<file path="config.mk">
export PLATFORM = sky130hd
export DESIGN_NAME = sorted_timer_queue_unit_flat
export DESIGN_NICKNAME = d
export VERILOG_FILES = /design/src/rtl/stq_pkg.sv /design/src/rtl/stq_ifs.sv /design/src/rtl/stq_mem.sv /design/src/rtl/sorted_timer_queue_unit.sv /design/src/flat_wrapper.sv
export SDC_FILE = /design/constraint.sdc
export NUM_CORES = 1
export LEC_CHECK = 0
export BUFFER_PORTS_ARGS = -buffer_cell sky130_fd_sc_hd__buf_2
export CAP_MARGIN = 20
export CORE_UTILIZATION = 30
export DETAILED_ROUTE_END_ITERATION = 12
export PLACE_DENSITY_LB_ADDON = 0.12
export SLEW_MARGIN = 25
export SYNTH_ARGS = -nofsm -noshare
export SYNTH_HDL_FRONTEND = slang
export SYNTH_SLANG_ARGS = --single-unit
</file>
<file path="constraint.sdc">
create_clock -name clk -period 18.8 [get_ports clk]
set_input_delay 1.88 -clock clk [delete_from_list [all_inputs] [get_ports clk]]
set_output_delay 1.88 -clock clk [all_outputs]
set_load 0.005 [all_outputs]
</file>
<file path="src/rtl/stq_pkg.sv">
// Package: shared types and constants of the sorted timer queue.
`timescale 1ns / 1ps
package stq_pkg;

  localparam int MAX_RESULTS = 16;

  typedef enum logic {
    OP_TICK = 1'b0,
    OP_SET  = 1'b1
  } opcode_t;

  typedef enum logic [1:0] {
    KIND_EXPIRY = 2'd0,
    KIND_ACK    = 2'd1,
    KIND_IDLE   = 2'd2
  } kind_t;

endpackage

</file>
<file path="src/rtl/stq_ifs.sv">
// Interfaces: input and result channels of the sorted timer queue.
`timescale 1ns / 1ps
interface stq_in_if import stq_pkg::*; ();
  logic        valid;
  logic        ready;
  opcode_t     opcode;
  logic [23:0] relative_delay;
  logic [7:0]  timer_id;

  modport source (output valid, opcode, relative_delay, timer_id, input ready);
  modport sink   (input valid, opcode, relative_delay, timer_id, output ready);
endinterface

interface stq_out_if import stq_pkg::*; ();
  logic       valid;
  logic       ready;
  kind_t      kind;
  logic [7:0] expired_id;
  logic       queue_full;
  logic       last;

  modport source (output valid, kind, expired_id, queue_full, last, input ready);
  modport sink   (input valid, kind, expired_id, queue_full, last, output ready);
endinterface

</file>
<file path="src/rtl/stq_mem.sv">
// Entry store: due time and id per slot, one write and one registered read port.
`timescale 1ns / 1ps
module stq_mem #(
  parameter int DEPTH     = 16,
  parameter int TIME_BITS = 32,
  parameter int IDX_W     = 4
) (
  input  logic                 clk,
  input  logic                 wr_en,
  input  logic [IDX_W-1:0]     wr_addr,
  input  logic [TIME_BITS-1:0] wr_due,
  input  logic [7:0]           wr_id,
  input  logic                 rd_en,
  input  logic [IDX_W-1:0]     rd_addr,
  output logic [TIME_BITS-1:0] rd_due,
  output logic [7:0]           rd_id
);

  logic [TIME_BITS-1:0] due_mem [DEPTH];
  logic [7:0]           id_mem  [DEPTH];

  always_ff @(posedge clk) begin
    if (wr_en) begin
      due_mem[wr_addr] <= wr_due;
      id_mem[wr_addr]  <= wr_id;
    end
  end

  always_ff @(posedge clk) begin
    if (rd_en) begin
      rd_due <= due_mem[rd_addr];
      rd_id  <= id_mem[rd_addr];
    end
  end

endmodule

</file>
<file path="src/rtl/sorted_timer_queue_unit.sv">
// Top level: sorted timer queue, ring of entries in memory with a sequencer.
// Sequence: a set scans to the insert point, then shifts the tail one slot per cycle and
//   is acknowledged; a tick reads entries from the head and sends an expiry beat for
//   each entry that has expired, or an idle beat when none has, while the receiver
//   keeps up.
// Throughput: one item at a time; a new item is taken once the last beat has left.
// Reset: time, entry count and ring head clear; entry memory is not cleared.
`timescale 1ns / 1ps
module sorted_timer_queue_unit import stq_pkg::*; #(
  parameter int QUEUE_DEPTH = 16,
  parameter int TIME_BITS   = 32
) (
  input logic      clk,
  input logic      rst_n,
  stq_in_if.sink   in_chan,
  stq_out_if.source out_chan
);

  localparam int IDX_W = (QUEUE_DEPTH > 1) ? $clog2(QUEUE_DEPTH) : 1;
  localparam int CNT_W = $clog2(QUEUE_DEPTH + 1);
  localparam int SUM_W = (TIME_BITS > 24) ? TIME_BITS : 24;

  typedef enum logic [5:0] {
    ST_IDLE  = 6'b000001,
    ST_SCAN  = 6'b000010,
    ST_SHIFT = 6'b000100,
    ST_PUT   = 6'b001000,
    ST_TRD   = 6'b010000,
    ST_TCHK  = 6'b100000
  } state_t;

  state_t               state_r, state_nxt;
  logic                 out_busy_r, out_busy_nxt;
  logic                 cont_r, cont_nxt;
  logic [TIME_BITS-1:0] now_r, now_nxt;
  logic [TIME_BITS-1:0] due_r, due_nxt;
  logic [7:0]           id_r, id_nxt;
  logic [IDX_W-1:0]     head_r, head_nxt;
  logic [CNT_W-1:0]     count_r, count_nxt;
  logic [CNT_W-1:0]     pos_r, pos_nxt;
  logic [CNT_W-1:0]     k_r, k_nxt;
  logic                 avail_r, avail_nxt;
  logic                 pend_r, pend_nxt;
  logic [7:0]           pend_id_r, pend_id_nxt;
  kind_t                out_kind_r, out_kind_nxt;
  logic [7:0]           out_id_r, out_id_nxt;
  logic                 out_full_r, out_full_nxt;
  logic                 out_last_r, out_last_nxt;

  logic                 wr_en, rd_en;
  logic [IDX_W-1:0]     wr_addr, rd_addr;
  logic [TIME_BITS-1:0] wr_due, rd_due;
  logic [7:0]           wr_id, rd_id;
  logic [TIME_BITS-1:0] scan_diff, tick_diff;
  logic                 scan_le, tick_le;
  logic [SUM_W-1:0]     due_sum;
  logic                 in_acc, out_acc;

  // ring slot of a queue position; operands stay below twice the depth
  function automatic logic [IDX_W-1:0] slot(input logic [IDX_W-1:0] h,
                                            input logic [CNT_W-1:0] p);
    logic [CNT_W:0] s;
    s = (CNT_W+1)'(h) + (CNT_W+1)'(p);
    if (s >= (CNT_W+1)'(QUEUE_DEPTH)) s = s - (CNT_W+1)'(QUEUE_DEPTH);
    return s[IDX_W-1:0];
  endfunction

  stq_mem #(
    .DEPTH     (QUEUE_DEPTH),
    .TIME_BITS (TIME_BITS),
    .IDX_W     (IDX_W)
  ) u_mem (
    .clk     (clk),
    .wr_en   (wr_en),
    .wr_addr (wr_addr),
    .wr_due  (wr_due),
    .wr_id   (wr_id),
    .rd_en   (rd_en),
    .rd_addr (rd_addr),
    .rd_due  (rd_due),
    .rd_id   (rd_id)
  );

  assign in_chan.ready       = (state_r == ST_IDLE) && !out_busy_r;
  assign out_chan.valid      = out_busy_r;
  assign out_chan.kind       = out_kind_r;
  assign out_chan.expired_id = out_id_r;
  assign out_chan.queue_full = out_full_r;
  assign out_chan.last       = out_last_r;

  assign in_acc  = in_chan.valid && in_chan.ready;
  assign out_acc = out_busy_r && out_chan.ready;

  // wrap-aware "reached": signed difference zero or negative
  assign scan_diff = rd_due - due_r;
  assign scan_le   = (scan_diff == '0) || scan_diff[TIME_BITS-1];
  assign tick_diff = rd_due - now_r;
  assign tick_le   = (tick_diff == '0) || tick_diff[TIME_BITS-1];
  assign due_sum   = SUM_W'(now_r) + SUM_W'(in_chan.relative_delay);

  always_comb begin
    state_nxt    = state_r;
    out_busy_nxt = out_busy_r;
    cont_nxt     = cont_r;
    now_nxt      = now_r;
    due_nxt      = due_r;
    id_nxt       = id_r;
    head_nxt     = head_r;
    count_nxt    = count_r;
    pos_nxt      = pos_r;
    k_nxt        = k_r;
    avail_nxt    = avail_r;
    pend_nxt     = pend_r;
    pend_id_nxt  = pend_id_r;
    out_kind_nxt = out_kind_r;
    out_id_nxt   = out_id_r;
    out_full_nxt = out_full_r;
    out_last_nxt = out_last_r;
    wr_en   = 1'b0;
    wr_addr = slot(head_r, pos_r);
    wr_due  = due_r;
    wr_id   = id_r;
    rd_en   = 1'b0;
    rd_addr = slot(head_r, pos_r);

    if (out_acc) begin
      out_busy_nxt = 1'b0;
      if (cont_r) state_nxt = ST_TRD;
    end

    case (state_r)
      ST_IDLE: begin
        if (in_acc) begin
          if (in_chan.opcode == OP_SET) begin
            if (count_r == CNT_W'(QUEUE_DEPTH)) begin
              out_busy_nxt = 1'b1;
              cont_nxt     = 1'b0;
              out_kind_nxt = KIND_ACK;
              out_id_nxt   = '0;
              out_full_nxt = 1'b1;
              out_last_nxt = 1'b1;
            end else begin
              due_nxt = due_sum[TIME_BITS-1:0];
              id_nxt  = in_chan.timer_id;
              pos_nxt = '0;
              if (count_r == '0) begin
                state_nxt = ST_PUT;
              end else begin
                rd_en     = 1'b1;
                rd_addr   = head_r;
                state_nxt = ST_SCAN;
              end
            end
          end else begin
            now_nxt   = now_r + TIME_BITS'(1);
            pos_nxt   = '0;
            pend_nxt  = 1'b0;
            state_nxt = ST_TRD;
          end
        end
      end
      ST_SCAN: begin
        if (scan_le) begin
          pos_nxt = pos_r + CNT_W'(1);
          if (pos_r + CNT_W'(1) == count_r) begin
            state_nxt = ST_PUT;
          end else begin
            rd_en   = 1'b1;
            rd_addr = slot(head_r, pos_r + CNT_W'(1));
          end
        end else begin
          k_nxt     = count_r;
          rd_en     = 1'b1;
          rd_addr   = slot(head_r, count_r - CNT_W'(1));
          state_nxt = ST_SHIFT;
        end
      end
      ST_SHIFT: begin
        // read data is the entry at k-1; it moves up one slot
        wr_en   = 1'b1;
        wr_addr = slot(head_r, k_r);
        wr_due  = rd_due;
        wr_id   = rd_id;
        if (k_r - CNT_W'(1) == pos_r) begin
          state_nxt = ST_PUT;
        end else begin
          k_nxt   = k_r - CNT_W'(1);
          rd_en   = 1'b1;
          rd_addr = slot(head_r, k_r - CNT_W'(2));
        end
      end
      ST_PUT: begin
        wr_en        = 1'b1;
        count_nxt    = count_r + CNT_W'(1);
        out_busy_nxt = 1'b1;
        cont_nxt     = 1'b0;
        out_kind_nxt = KIND_ACK;
        out_id_nxt   = '0;
        out_full_nxt = 1'b0;
        out_last_nxt = 1'b1;
        state_nxt    = ST_IDLE;
      end
      ST_TRD: begin
        if (!out_busy_r) begin
          avail_nxt = (pos_r < count_r) && (int'(pos_r) < MAX_RESULTS);
          rd_en     = 1'b1;
          state_nxt = ST_TCHK;
        end
      end
      ST_TCHK: begin
        // pending expiry goes out once we know whether another follows
        cont_nxt = 1'b0;
        if (pend_r) begin
          out_busy_nxt = 1'b1;
          out_kind_nxt = KIND_EXPIRY;
          out_id_nxt   = pend_id_r;
          out_full_nxt = 1'b0;
          out_last_nxt = !(avail_r && tick_le);
        end
        if (avail_r && tick_le) begin
          pend_nxt    = 1'b1;
          pend_id_nxt = rd_id;
          pos_nxt     = pos_r + CNT_W'(1);
          cont_nxt    = pend_r;
          state_nxt   = pend_r ? ST_IDLE : ST_TRD;
        end else begin
          if (!pend_r) begin
            out_busy_nxt = 1'b1;
            out_kind_nxt = KIND_IDLE;
            out_id_nxt   = '0;
            out_full_nxt = 1'b0;
            out_last_nxt = 1'b1;
          end
          head_nxt  = slot(head_r, pos_r);
          count_nxt = count_r - pos_r;
          pend_nxt  = 1'b0;
          state_nxt = ST_IDLE;
        end
      end
      default: state_nxt = ST_IDLE;
    endcase
  end

  always_ff @(posedge clk) begin
    if (!rst_n) begin
      state_r    <= ST_IDLE;
      out_busy_r <= 1'b0;
      cont_r     <= 1'b0;
      now_r      <= '0;
      head_r     <= '0;
      count_r    <= '0;
      pend_r     <= 1'b0;
      avail_r    <= 1'b0;
    end else begin
      state_r    <= state_nxt;
      out_busy_r <= out_busy_nxt;
      cont_r     <= cont_nxt;
      now_r      <= now_nxt;
      head_r     <= head_nxt;
      count_r    <= count_nxt;
      pend_r     <= pend_nxt;
      avail_r    <= avail_nxt;
    end
  end

  always_ff @(posedge clk) begin
    due_r      <= due_nxt;
    id_r       <= id_nxt;
    pos_r      <= pos_nxt;
    k_r        <= k_nxt;
    pend_id_r  <= pend_id_nxt;
    out_kind_r <= out_kind_nxt;
    out_id_r   <= out_id_nxt;
    out_full_r <= out_full_nxt;
    out_last_r <= out_last_nxt;
  end

  a_count_bound: assert property (@(posedge clk) disable iff (!rst_n)
    count_r <= CNT_W'(QUEUE_DEPTH))
    else $error("entry count beyond queue depth");

  a_no_take_while_busy: assert property (@(posedge clk) disable iff (!rst_n)
    in_chan.ready |-> !out_chan.valid && !cont_r)
    else $error("input taken while a beat is outstanding");

  a_full_ack_only_full: assert property (@(posedge clk) disable iff (!rst_n)
    (out_chan.valid && out_chan.queue_full) |-> count_r == CNT_W'(QUEUE_DEPTH))
    else $error("full reported with room in the queue");

  a_cont_not_last: assert property (@(posedge clk) disable iff (!rst_n)
    (out_chan.valid && cont_r) |-> !out_chan.last && out_chan.kind == KIND_EXPIRY)
    else $error("last beat marked while more expiries follow");

endmodule

</file>
<file path="src/flat_wrapper.sv">
// flat-port wrapper written by rule: the top's interface ports become plain ports
module sorted_timer_queue_unit_flat import stq_pkg::*;
#(
  parameter int QUEUE_DEPTH = 16,
  parameter int TIME_BITS   = 32
)
  (clk, rst_n, in_chan_valid, in_chan_opcode, in_chan_relative_delay, in_chan_timer_id, in_chan_ready, out_chan_valid, out_chan_kind, out_chan_expired_id, out_chan_queue_full, out_chan_last, out_chan_ready);
  stq_in_if in_chan_i ();
  stq_out_if out_chan_i ();
  input logic clk;
  input logic rst_n;
  input wire logic [$bits(in_chan_i.valid)-1:0] in_chan_valid;
  input wire logic [$bits(in_chan_i.opcode)-1:0] in_chan_opcode;
  input wire logic [$bits(in_chan_i.relative_delay)-1:0] in_chan_relative_delay;
  input wire logic [$bits(in_chan_i.timer_id)-1:0] in_chan_timer_id;
  output wire logic [$bits(in_chan_i.ready)-1:0] in_chan_ready;
  output wire logic [$bits(out_chan_i.valid)-1:0] out_chan_valid;
  output wire logic [$bits(out_chan_i.kind)-1:0] out_chan_kind;
  output wire logic [$bits(out_chan_i.expired_id)-1:0] out_chan_expired_id;
  output wire logic [$bits(out_chan_i.queue_full)-1:0] out_chan_queue_full;
  output wire logic [$bits(out_chan_i.last)-1:0] out_chan_last;
  input wire logic [$bits(out_chan_i.ready)-1:0] out_chan_ready;
  assign in_chan_i.valid = in_chan_valid;
  assign in_chan_i.opcode = in_chan_opcode;
  assign in_chan_i.relative_delay = in_chan_relative_delay;
  assign in_chan_i.timer_id = in_chan_timer_id;
  assign in_chan_ready = in_chan_i.ready;
  assign out_chan_valid = out_chan_i.valid;
  assign out_chan_kind = out_chan_i.kind;
  assign out_chan_expired_id = out_chan_i.expired_id;
  assign out_chan_queue_full = out_chan_i.queue_full;
  assign out_chan_last = out_chan_i.last;
  assign out_chan_i.ready = out_chan_ready;
  sorted_timer_queue_unit #(.QUEUE_DEPTH(QUEUE_DEPTH), .TIME_BITS(TIME_BITS)) u_core (.clk(clk), .rst_n(rst_n), .in_chan(in_chan_i), .out_chan(out_chan_i));
endmodule
</file>
* After elaboration in Yosys (flattened, before gate mapping)
Memories as Yosys holds them, arrays and structs flattened. A register that Yosys moved wholly into a read port is not among the register bits.
Cells that the tools add are included.
W data, S select, Z words.
** Storage, ports and cells
- Flip-flop bits (word level) :: 121
- Memory bits (writable) :: 640
- Bits of input ports :: 37
- Memories kept :: 2
** Cells by class
- Add/sub/neg operators :: 20
- $lt $le $gt $ge :: 7
- Equality and inequality tests :: 19
- Muxes and demuxes :: 94
- Bitwise operators :: 4
- Reduce and logical (&&, ||, !) cells :: 28
** Memories
- u_core.u_mem.due_mem :: depth 16, bits a word 32, read ports 1, clocked after Yosys merged registers in 1, write ports 1, line stq_mem.sv:19 : logic [TIME_BITS-1:0] due_mem [DEPTH];
- u_core.u_mem.id_mem :: depth 16, bits a word 8, read ports 1, clocked after Yosys merged registers in 1, write ports 1, line stq_mem.sv:20 : logic [7:0] id_mem [DEPTH];
** Operators with widths (count)
- $logic_not A32 Y1 :: 2
- $sub A32 B32 Y32 :: 2
- $mux W6 :: 10
- $mux W4 :: 14
- $mux W8 :: 7
- $mux W5 :: 9
- $mux W1 :: 34
- $add A32 B1 Y32 const B :: 1
- $add A32 B24 Y32 :: 1
- $mux W32 :: 1
- $add A4 B5 Y6 :: 5
- $ge A6 B5 Y1 const B :: 5
- $pmux W6 S5 :: 1
- $pmux W8 S3 :: 1
- $pmux W5 S2 :: 2
- $sub A4 B1 Y4 const B :: 5
- $pmux W5 S3 :: 1
- $mux W2 :: 6
- $ne A2 B2 Y1 const B :: 6
- $pmux W1 S3 :: 4
- $pmux W4 S3 :: 1
- $add A5 B1 Y5 const B :: 2
- $eq A5 B5 Y1 :: 2
- $sub A5 B1 Y5 const B :: 2
- 28 further kinds :: 48

* Longest topological paths before layout
- Word-level depth :: 9
- Mapped depth :: 22

* Cells and area by module
Synthesis repeated with hierarchy kept, for this count alone.
** Unflattened totals
- Cells, all modules :: 2574
- Area total of the unflattened synthesis :: 37613.6 um2
** Modules (own cells, without submodules)
- stq_mem :: instances 1, cells each 1040, area an instance 25532.0 um2, seq. area each 20419.6 um2
- sorted_timer_queue_unit :: instances 1, cells each 1534, area an instance 12081.6 um2, seq. area each 3123.0 um2

* Least setup slack after synthesis
Ideal clock, no wire load.
- Kind :: reg2reg
- Start point :: register u_core.due_r[0]
- End point :: register u_core.u_mem.rd_due[0], read port of u_core.u_mem.due_mem, enable pin
- Library setup time :: 0.493 ns
- Arrival time :: 5.868 ns
- Required time :: 18.307 ns
- Slack :: 12.439 ns
- Cell stages (with the launch flop) :: 14
- Clock period less this slack :: 6.361 ns
- Cells stage by stage :: edfxtp_1 > ha_1 > fa_1 > nand2b_1 > a21o_1 > a2111oi_0 > a32oi_1 > o21a_1 > o31ai_1 > a2111oi_2 > nand4b_1 > and2_1 > nor2_1 > o21ai_0
** Between the ends
- Cells in the longest elaborated chain, start to end :: 5
- Elaborated cells on any way between the ends :: 7
** Ends and longest elaborated chain
- start: declaration :: line sorted_timer_queue_unit.sv:36 : logic [TIME_BITS-1:0] due_r, due_nxt;
- start signal: assignment :: line sorted_timer_queue_unit.sv:267 : due_r <= due_nxt;
- $sub A32 B32 Y32 * :: line sorted_timer_queue_unit.sv:95 : assign scan_diff = rd_due - due_r;
- $logic_not A32 Y1 :: line sorted_timer_queue_unit.sv:96 : assign scan_le = (scan_diff == '0) || scan_diff[TIME_BITS-1];
- $logic_or A1 B1 Y1 * :: line sorted_timer_queue_unit.sv:96
- $mux W1 * :: line sorted_timer_queue_unit.sv:163 : if (scan_le) begin
- $pmux W1 S4 * :: line sorted_timer_queue_unit.sv:131 : case (state_r)
- net u_core.rd_en :: line sorted_timer_queue_unit.sv:50 : logic wr_en, rd_en;
- end: declaration :: line stq_mem.sv:15 : output logic [TIME_BITS-1:0] rd_due,
The timed path passes the listed nets; every way through them passes the cells marked *.
A chain may end at the register's enable or synchronous reset.

* Worst setup path in the final report
- Start point :: register u_core.u_mem.rd_due[0], read port of u_core.u_mem.due_mem
- End point :: register u_core.u_mem.rd_due[11], read port of u_core.u_mem.due_mem, data pin
** Between the ends
- Cells in the longest elaborated chain, start to end :: 5
- Elaborated cells on any way between the ends :: 7
** Ends and longest elaborated chain (line)
- $sub A32 B32 Y32 * :: sorted_timer_queue_unit.sv:95
- $logic_not A32 Y1 :: sorted_timer_queue_unit.sv:96
- $logic_or A1 B1 Y1 * :: sorted_timer_queue_unit.sv:96
- $mux W1 or $mux W4 (tied branches) :: sorted_timer_queue_unit.sv:163
- $pmux W1 S4 or $pmux W4 S3 (tied branches) :: sorted_timer_queue_unit.sv:131
Mark *: on every way between the ends. The rest lies on a longest branch, timed or not.

==> flow_summary.toml <==
[yosys]
synth_top_area_share_pct = 59.5
yosysSeqAreaShare_pct = 62.2
synth_edf_count = 750
syn_nets = 3272
syn-cell-area_mm2 = 0.0379
synth_seq_cells = 801
synth.distinct_cells = 84
synth_warnings = 0
synth-main-ff-cell = "edfxtp_1"
yosys.area.top_type = "edfxtp_1"
synth_area_per_cell_um2 = 12.2
synthCells = 3113
synth.area.top_cells = "edfxtp_1 59%, nand2_1 4.8%, ha_1 3.7%"
synthArstFlopShare_pct = 0

[finish]
final_cell_mix = "750 x edfxtp_1, 487 x nand2_1, 240 x a21oi_1, 135 x nor2_1, 113 x ha_1"
layout_commonest_cell = "edfxtp_1"
fillCellCount = 12000
drive_above_1_share_pct = 10.8
diodes = 0
final_cells = 4880
fin_nets = 3330
area_growth_pct = 13.8

[die]
die_width_um = 357
initial_core_util_pct = 30.4
pin_count = 51
die_h_um = 357
rows = 129
die-area_mm2 = 0.128
fp.coreArea_mm2 = 0.124

[critical_path]
critPathRequiredTime_ns = 19.20
startpoint_type = "flip-flop"
critPathKind = "flip-flop to flip-flop"
crit_slowest_cell = "a2111oi_0"
arrival_ns = 9.40
path_delay_family = "compound AO/OA/AOI/OAI gates"
crit_buf_inv = 5
cp_cell_sequence = "inv_1 > ha_1 > fa_1 > nand2b_1 > a21o_1 > a2111oi_0 > a32oi_1 > o31ai_1 > a211o_1 > nand4_1 > a2111oi_2 > nand3_1 > o2111ai_1 > and3_4 > buf_4 > buf_4 > buf_4 > buf_4 > mux2i_1 > mux2_2 > o32ai_1 > a221o_1"
worstPathMaxFanout = 63
cpMostUsedCell = "buf_4"
slowest_delay_ns = 0.81
cp-end-kind = "flip-flop"

[power]
ir_worst_vdd_uv = 135
p_leak_nw = 15.2
powerDensity_mw_per_mm2 = 127

[place]
portBuffers = 50
post-place-ws_ns = 9.80
dp_hpwl_mm = 67.9
gp_congestion = 0.900
placed_cells = 4714

[drt]
drcViolationCount = 0
drtIter0Drc = 2139
via_count = 25500
wire_per_inst_um = 23.9
viasPerCell = 5.22
antenna_left = 0
firstDrtPassIters = 6
drt_wl_total_mm = 116

[global_route]
grt_pass1_wl_mm = 170
grt_pass1_vias = 25500
grt_max_degree = 130
overflow = 0
antenna_found_initial = 1
grt_usage_pct = 18.0

[timing]
rsz0062_at_grt = "false"
drv_slew = 0
hold_viol = 0
finalCritPeriodShare_pct = 47.9
worstMarginPinSlew_ns = 1.10
layout_setup_ws_ns = 9.80
finalClockSkew_ns = 0.0227
period_needed_ns = 9.00
whs_ns = 0.457
setup_viol = 0
fmax_mhz = 111
final.setup.tns_ns = 0
slew_headroom_pct = 26.5

[job]
drv_cap = 0

[run_status]
status = "finished, final reports clean"

[clock_network]
clock_latency_ns = 0.67
cts_inserted_buffers = 92
cts_sinks = 801
cts_tree = "yes"
clk_pin_slew_ns = 0.06
clock-root-buffer = "clkbuf_16"
cts.path.max_buffers = 3
hold_buffers = 0
post-cts-setup-buffer-count = 0
htreeDepth = 3
cts-resized-gates = 0

[hold_path]
min_path_type = "flip-flop to flip-flop"
## kinds of logic after synthesis
group	count (synthesis)	share of synthesized area (%)
AOI/OAI and AO/OA	705	12.6
DFF	801	62.2
muxes	136	3.73
adders and majority gates	122	4.21
and+or+nand+nor	968	11.6
xor gates and xnor gates	112	2.59
buffers and inverters	269	3.08
## layer usage
| metal | share of wire, % | GRT usage, % |
|---|---|---|
| met4 | 1.6 | 4.24 |
| met5 | 0 | 0 |
| met2 | 48 | 29.7 |
| met1 | 47 | 25.2 |
| met3 | 3.6 | 1.90 |
## cell usage after synthesis (9+ instances only)
cell	instances
o21a_1	19
nor2b_1	19
buf_6	14
and2_1	10
nand2_1	488
a211oi_1	13
nand3_1	52
and3_1	95
mux2_2	41
nand4_1	18
fa_1	9
nor4_1	9
a21o_1	32
o32ai_1	41
buf_2	35
buf_1	11
xnor2_1	84
o21ai_0	96
a21oi_2	11
nand3b_1	13
dfxtp_1	51
or3_1	15
a211o_1	9
a31oi_1	12
edfxtp_1	750
nor3_1	46
a221o_1	39
a22oi_1	86
a21oi_1	240
xor2_1	28
nor2_1	153
mux2i_1	94
inv_1	111
clkbuf_1	94
ha_1	113
nand2b_1	16
## cell type report
cell class	count	area, µm²	share of cell area [%]
clock buffers	119	2510	5.82
clock inverters	47	408	0.947
inverters	113	424	0.985
multi-input cells	2043	13400	31.0
flip-flops and latches	801	23500	54.7
well taps	1637	2050	4.76
repair buffers	120	788	1.83
## worst reg2reg max path, delay by kind of cell (launching register included)
family | cells | cell delay (ns)
multiplexers | 2 | 0.51
adder cells (fa/ha/maj) | 2 | 0.63
AO/OA/AOI/OAI | 9 | 3.22
AND/OR/NAND/NOR | 4 | 1.03
buffers and inverters | 5 | 3.05
flip-flops | 1 | 0.32
## path summary, 6_finish.rpt
path | start | end | slack [ns] | cells past startpoint
max | u_core.u_mem.rd_due[0] | u_core.u_mem.rd_due[11] | 9.80 | 22
min | u_core.u_mem.rd_id[2] | u_core.pend_id_r[2] | 0.46 | 0
max reg2reg | u_core.u_mem.rd_due[0] | u_core.u_mem.rd_due[11] | 9.80 | 22
min reg2reg | u_core.u_mem.rd_id[2] | u_core.pend_id_r[2] | 0.46 | 0
## registers in the layout, summed over array words and instances, names as in the netlist, 4 cells and up
register	cells
u_core.u_mem.rd_due	32
u_core.pend_id_r	8
u_core.u_mem.rd_id	8
u_core.id_r	8
u_core.now_r	32
u_core.due_r	32
u_core.pos_r	5
u_core.u_mem.id_mem	128
u_core.out_chan.expired_id	8
u_core.k_r	5
u_core.head_r	4
u_core.state_r	6
u_core.u_mem.due_mem	512
u_core.count_r	5
## per-stage QoR
stage / cell area, µm² / total power [W] / utilization, %
2_1_floorplan: 37900 / 0.00321 / -
3_3_place_gp: 40200 / 0.00378 / 32.3
3_5_place_dp: 40200 / 0.00379 / 32.3
4_1_cts: 43100 / 0.00555 / 34.6
5_1_grt: 43100 / 0.00573 / 34.6
6_report: 43100 / 0.00549 / 34.6
## report_power, final
group	leakage [nW]	internal [W]	total [W]	switching [W]
sequential	7.17	0.00205	0.00208	0.0000240
combinational	6.56	0.000556	0.00167	0.00112
clock	1.44	0.000998	0.00174	0.000741
total	15.2	0.00361	0.00549	0.00188
No activity file was read; power rests on OpenSTA's default activity.
